$ cat src/tcw_pkg.sv
package tcw_pkg;

  localparam int CMD_W       = 2;
  localparam int CHAR_W      = 8;
  localparam int INDEX_W     = 11;
  localparam int ATTR_W      = 8;
  localparam int COL_OUT_W   = 7;
  localparam int ROW_OUT_W   = 5;
  localparam int POS_OUT_W   = 11;
  localparam int CELL_W      = CHAR_W + ATTR_W;

  localparam logic [CHAR_W-1:0] CHAR_BLANK = 8'h20;
  localparam logic [CHAR_W-1:0] CHAR_NL    = 8'h0A;
  localparam logic [CHAR_W-1:0] CHAR_CR    = 8'h0D;
  localparam logic [ATTR_W-1:0] ATTR_RESET = 8'h07;

  typedef enum logic [CMD_W-1:0] {
    CMD_PUT       = 2'd0,
    CMD_BACKSPACE = 2'd1,
    CMD_CLEAR     = 2'd2,
    CMD_READ      = 2'd3
  } cmd_e_t;

  typedef enum logic [2:0] {
    ST_IDLE,
    ST_EXEC,
    ST_READ,
    ST_SWEEP,
    ST_FINISH
  } state_t;

  // controller -> datapath
  typedef struct packed {
    logic item_load;
    logic exec;
    logic rd_issue;
    logic sweep_start;
    logic sweep_run;
    logic out_load;
  } ctl_t;

  // datapath -> controller
  typedef struct packed {
    cmd_e_t cmd;
    logic   scroll_needed;
    logic   sweep_done;
    logic   out_free;
  } sts_t;

endpackage

$ cat src/tcw_ctrl.sv
module tcw_ctrl import tcw_pkg::*; (
  input  logic clk,
  input  logic rst,
  input  logic in_valid,
  output logic in_ready,
  input  sts_t sts,
  output ctl_t ctl
);

  state_t state, state_next;

  always_ff @(posedge clk) begin
    if (rst) begin
      state <= ST_IDLE;
    end else begin
      state <= state_next;
    end
  end

  always_comb begin
    state_next = state;
    ctl        = '0;
    in_ready   = 1'b0;
    case (state)
      ST_IDLE: begin
        in_ready = 1'b1;
        if (in_valid) begin
          ctl.item_load = 1'b1;
          state_next    = ST_EXEC;
        end
      end
      ST_EXEC: begin
        case (sts.cmd)
          CMD_PUT, CMD_BACKSPACE: begin
            ctl.exec = 1'b1;
            if (sts.scroll_needed) begin
              ctl.sweep_start = 1'b1;
              state_next      = ST_SWEEP;
            end else if (sts.out_free) begin
              ctl.out_load = 1'b1;
              state_next   = ST_IDLE;
            end else begin
              state_next = ST_FINISH;
            end
          end
          CMD_CLEAR: begin
            ctl.sweep_start = 1'b1;
            state_next      = ST_SWEEP;
          end
          default: begin
            ctl.rd_issue = 1'b1;
            state_next   = ST_READ;
          end
        endcase
      end
      ST_READ: begin
        if (sts.out_free) begin
          ctl.out_load = 1'b1;
          state_next   = ST_IDLE;
        end else begin
          state_next = ST_FINISH;
        end
      end
      ST_SWEEP: begin
        ctl.sweep_run = 1'b1;
        if (sts.sweep_done) begin
          state_next = ST_FINISH;
        end
      end
      ST_FINISH: begin
        if (sts.out_free) begin
          ctl.out_load = 1'b1;
          state_next   = ST_IDLE;
        end
      end
      default: begin
        state_next = ST_IDLE;
      end
    endcase
  end

endmodule

$ cat config.mk
export PLATFORM = sky130hd
export DESIGN_NAME = tcw_ctrl
export DESIGN_NICKNAME = d
export VERILOG_FILES = /design/src/tcw_pkg.sv /design/src/tcw_ctrl.sv
export SDC_FILE = /design/constraint.sdc
export NUM_CORES = 1
export LEC_CHECK = 0
export BUFFER_PORTS_ARGS = -buffer_cell sky130_fd_sc_hd__clkbuf_2
export CAP_MARGIN = 20
export CORE_AREA = 8 8 45 47
export CTS_CLUSTER_DIAMETER = 40
export CTS_CLUSTER_SIZE = 28
export DETAILED_ROUTE_END_ITERATION = 8
export DIE_AREA = 0 0 53 55
export SYNTH_ARGS = -nofsm -noshare
export SYNTH_HDL_FRONTEND = slang
export SYNTH_SLANG_ARGS = --single-unit
$ cat constraint.sdc
create_clock -name clk -period 2.1 [get_ports clk]
set_clock_uncertainty 0.15 [all_clocks]
set_input_delay 0.21 -clock clk [delete_from_list [all_inputs] [get_ports clk]]
set_output_delay 0.21 -clock clk [all_outputs]
set_load 0.05 [all_outputs]
==> After elaboration in Yosys (flattened, before gate mapping) <==
Index checks and enable logic that the tools add are counted.
{ "totals": {"wordCells": 36, "output_inout_bits": 7, "register_bits": 3} }
{ "op_classes": {"n_mux": 20, "n_eq_ne": 9, "n_reduce_logical": 6} }
{ "op_table": {"columns": ["op", "n"], "rows": [
  ["$mux 3", 6],
  ["$pmux 3 s5", 1],
  ["$mux 1", 10],
  ["$eq 3x2->1 const B", 2],
  ["$ne 2x2->1 const B", 3],
  ["$pmux 3 s2", 1],
  ["$pmux 1 s2", 2],
  ["$reduce_or 2->1", 2],
  ["$eq 3x1->1 const B", 1],
  ["$eq 3x3->1 const B", 1],
  ["$logic_not 3->1", 1],
  ["$reduce_and 3->1", 1],
  ["$reduce_or 3->1", 1],
  ["$eq 2x1->1 const B", 1],
  ["$eq 2x2->1 const B", 1],
  ["$logic_not 2->1", 1]
]} }

==> Logic depth before layout (Yosys ltp) <==
{ "depth": {"word_depth": 4, "mapped_depth": 4} }

==> Worst setup path before layout <==
Ideal clock, no wire load.
{ "synth_path": {"kind": "register to output", "start": "reg state[1]", "end": "out ctl[5] (netlist name)", "arrival_time_ps": 2133, "path_stages_with_launch": 4, "path_slack_ps": -393, "path_cell_list": "dfxtp_1 -> clkbuf_1 -> nor3_1 -> and2_1"} }
{ "synth_rtl": {"columns": ["item", "line_no", "source"], "rows": [
  ["start, declared", "tcw_ctrl.sv:10", "state_t state, state_next;"],
  ["start signal, assigned", "tcw_ctrl.sv:16", "state <= state_next;"],
  ["end, declared", "tcw_ctrl.sv:7", "output ctl_t ctl"]
]} }

==> results.md <==
- Of the synthesized area, sequential elements account for 0.253.
- The instance count of the mapped netlist is 31.
- The nature of the critical path endpoint is an output pin.
- The clock period minus final worst setup slack is just over 2 ns.
- After synthesis, the share of flip-flops with an asynchronous set or reset is 0.
- Post-CTS repair changed the size of 0 cells.
- The number of buffers and inverters on the critical path is 2.
- Entering global routing, the biggest net connects 13 pins.
- The core region area is 1380 um^2.
- Setup repair after global routing left no endpoint under its margin.
- The classification of the worst setup path is reg -> out.
- The part of the cycle the worst path needs is 0.967.
- For the pin with the worst max-slew slack, the measured transition is roughly 0.35 ns.
- 15 I/O pins were placed.
- The worst register-to-register path has a setup slack of 0.50 ns.
- The final routed wirelength across all metal layers is 738 um.
- After clock tree synthesis, the clock-pin slew on the worst setup and hold paths is around 0.04 ns.
- The critical path goes through nand2b_4, or4b_4, inv_1, clkbuf_2.
- The min-delay analysis places its worst path in the category in -> reg.
- The register ranked first by flip-flop count is state.
- The setup TNS is 0 ns.
- The number of warnings reported in the yosys synthesis log is 0.
- Max-cap violations in this run came to 0.
- The wire length of the first global-routing pass is about 1200 um.
- The number of cells traversed by the worst hold path is 2.
- After synthesis, the cell types taking the most area are dfxtp_1 25%, nor3_1 6.3%, nand2b_4 5.8%.
- The worst setup path is launched from a register.
- Summed over all cells, the static leakage comes to 0.171 nW.
- The biggest cell delay along the critical path is between 0.5 and 0.6 ns.
- The synthesized netlist contains 20 unique library cells.
- The worst-case IR drop observed on VDD is 0.247 mV.
- The arrival time of the worst setup path is approximately 1.7 ns.
- In the final routed layout, each cell accounts on average for roughly 12 um.
- The number of hold-slack violations in the final timing report came to 0.
- The internal power is 162 uW.
- The run finished with clean final reports.
- The half-perimeter wire length after placement is 616 um.
- The remaining max-slew budget at the tightest pin is 0.767.
- The clock group share of total power is 0.381.
- The post-synthesis register bit count is 3.
- The worst register-to-register path begins at state[0].
- The number of fill cells is 167.
- The number of sinks on the clock net is 3.
- The post-layout utilization of the core is 0.257.
- During placement, the flow inserted port buffers numbering 14.
- The library cell used most frequently in the layout, excluding fill and tap cells, is clkbuf_2.
- The netlist area before placement is around 240 um^2.
- The y dimension of the die is about 55 um.
- The number of nets with antenna violations after detailed routing is 0.
- The highest-delay cell along the critical path is or4b_4.
- CTS built an H-tree with a depth of 1.
- The total overflow left after global routing is 0.
- The clock latency on the worst-skew pair is between 0.2 and 0.25 ns.
- For this design the total switching power over the nets is about 100 uW.
- The number of cells on the worst reg-to-reg path is 3.
- In this run the critical register-to-register path is captured at state[0].
- The highest achievable clock rate is roughly 500 MHz.
- In this run the horizontal extent of the chip is between 50 and 60 um.
- The register with the most flip-flops in the layout has 3 of them.
- The average cell area after synthesis is roughly 7.7 um^2.
- The count of flip-flops with a built-in enable after synthesis is 0.
- The DRC marker count from the first detailed-route iteration is 4.
- The diode insertion count for antenna repair is 0.
- In this run, CTS created clock tree buffers numbering 3.
- The largest registers in the layout are state x3.
- After detailed routing, the number of remaining DRC violations is 0.
- The most area-hungry cell type in the Yosys netlist is dfxtp_1.
- Of the total power, the share spent switching nets is 0.383.
- The number of buffers added to fix hold violations after cts is 0.
- The root buffer cell is clkbuf_4.
- The power density normalized to cell area is around 740 nW/um^2.
- The net count reported at finish is 57.
- The share of the synthesized area in the top cell type is 0.253.
- Routability-driven placement finished with a final weighted congestion of between 0.7 and 0.8.
- The completed layout was analyzed and its total power is ~260 uW.
- TritonCTS built the clock tree.
- The total global-route track usage is 0.0562.
- Buffers added to address setup during post-CTS repair amount to 0.
- The maximum fanout along the worst path is 7.
- After detailed routing, the number of vias per cell comes to roughly 4.6.
- The initial antenna violation count is 0.
- In the final layout, the share of cells above drive strength 1 is 0.458.
- The data required time of the worst path is approximately 1.7 ns.
- The routed layout has 293 vias.
- Of the total power, registers draw 0.268.
- For this run, the detailed router's first-pass iteration total came to 4.
- Among cell families on the critical path, the largest total delay comes from simple AND/OR/NAND/NOR gates.
- The final max-slew violation count came to 0.
- The number of rows created at floorplan is 14.
- The number of global-route vias before repair was between 300 and 400.
- Relative to the synthesized area, the layout overhead comes to 49.5%.
- The initial utilization of the core area, before any placement, comes to 0.172.
- Setup violations remaining at the end of the flow were counted as 0.
- For hold timing, the worst endpoint is state[2].
- The worst hold path begins at rst.
- The combinational share of power is 0.351.
- The post-synth net total is 39.
- In this run the deepest clock path goes through 2 buffers.
- In the synthesized netlist the dominant register cell turns out to be dfxtp_1.
- The floorplan step defined a die boundary enclosing roughly 2900 um^2.
## cell type report
class                   instances  area, um^2  share of cell area
clock buffers                   4        26.3              0.0739
inverters                       3        11.3              0.0317
multi-input cells              24         168               0.472
flip-flops and latches          3        60.1               0.169
well taps                      16        20.0              0.0563
repair buffers                 14        70.1               0.197
## worst max path at each step
stage                   from      to  slack [ns]  cells after the start
floorplan           state[1]  ctl[5]        0.08                      3
global placement    state[0]  ctl[2]        0.33                      4
detailed placement  state[0]  ctl[2]        0.31                      4
CTS                 state[0]  ctl[2]        0.06                      4
global route        state[1]  ctl[0]        0.02                      4
finish              state[0]  ctl[2]        0.07                      4
## synth_stat cells, types with 2 or more instances
| library cell | n |
|---|---|
| nor3_1 | 3 |
| nand2_1 | 3 |
| dfxtp_1 | 3 |
| inv_1 | 3 |
| a21oi_1 | 2 |
| nor2_1 | 3 |
## logic make-up after synthesis
family,count (synthesis),synth area share
DFF,3,0.253
and+or+nand+nor,16,0.447
buffers and inverters,4,0.0631
AOI/OAI and AO/OA,8,0.237
## metrics by stage
step / area, um^2 / hold WS (ns) / cells / setup slack, ns
final: 355 / 0.0220 / 64 / 0.0702
after global routing: 355 / 0.0280 / 64 / 0.0169
after CTS: 355 / 0.0163 / 64 / 0.0574
after detailed placement: 329 / 0.263 / 60 / 0.306
after global placement: 329 / 0.261 / 60 / 0.332
after floorplan: 243 / 0.129 / 31 / 0.0771
## power by group through the flow
stage          Sequential, mW  Combinational (mW)  Clock [mW]
2_1_floorplan          0.0675              0.0710           0
3_3_place_gp           0.0709              0.0923           0
3_5_place_dp           0.0713              0.0927           0
4_1_cts                0.0703              0.0931       0.106
5_1_grt                0.0713              0.0975       0.111
6_report               0.0703              0.0920      0.0998
## layer usage
metal	track usage	vias up	routed length (um)
met5	0	-	0
met4	0.0474	0	0
met3	0.0401	0	62
met2	0.109	6	426
met1	0.0318	141	249
li1	-	146	-
Note: power is estimated with default switching activity, not from simulation.
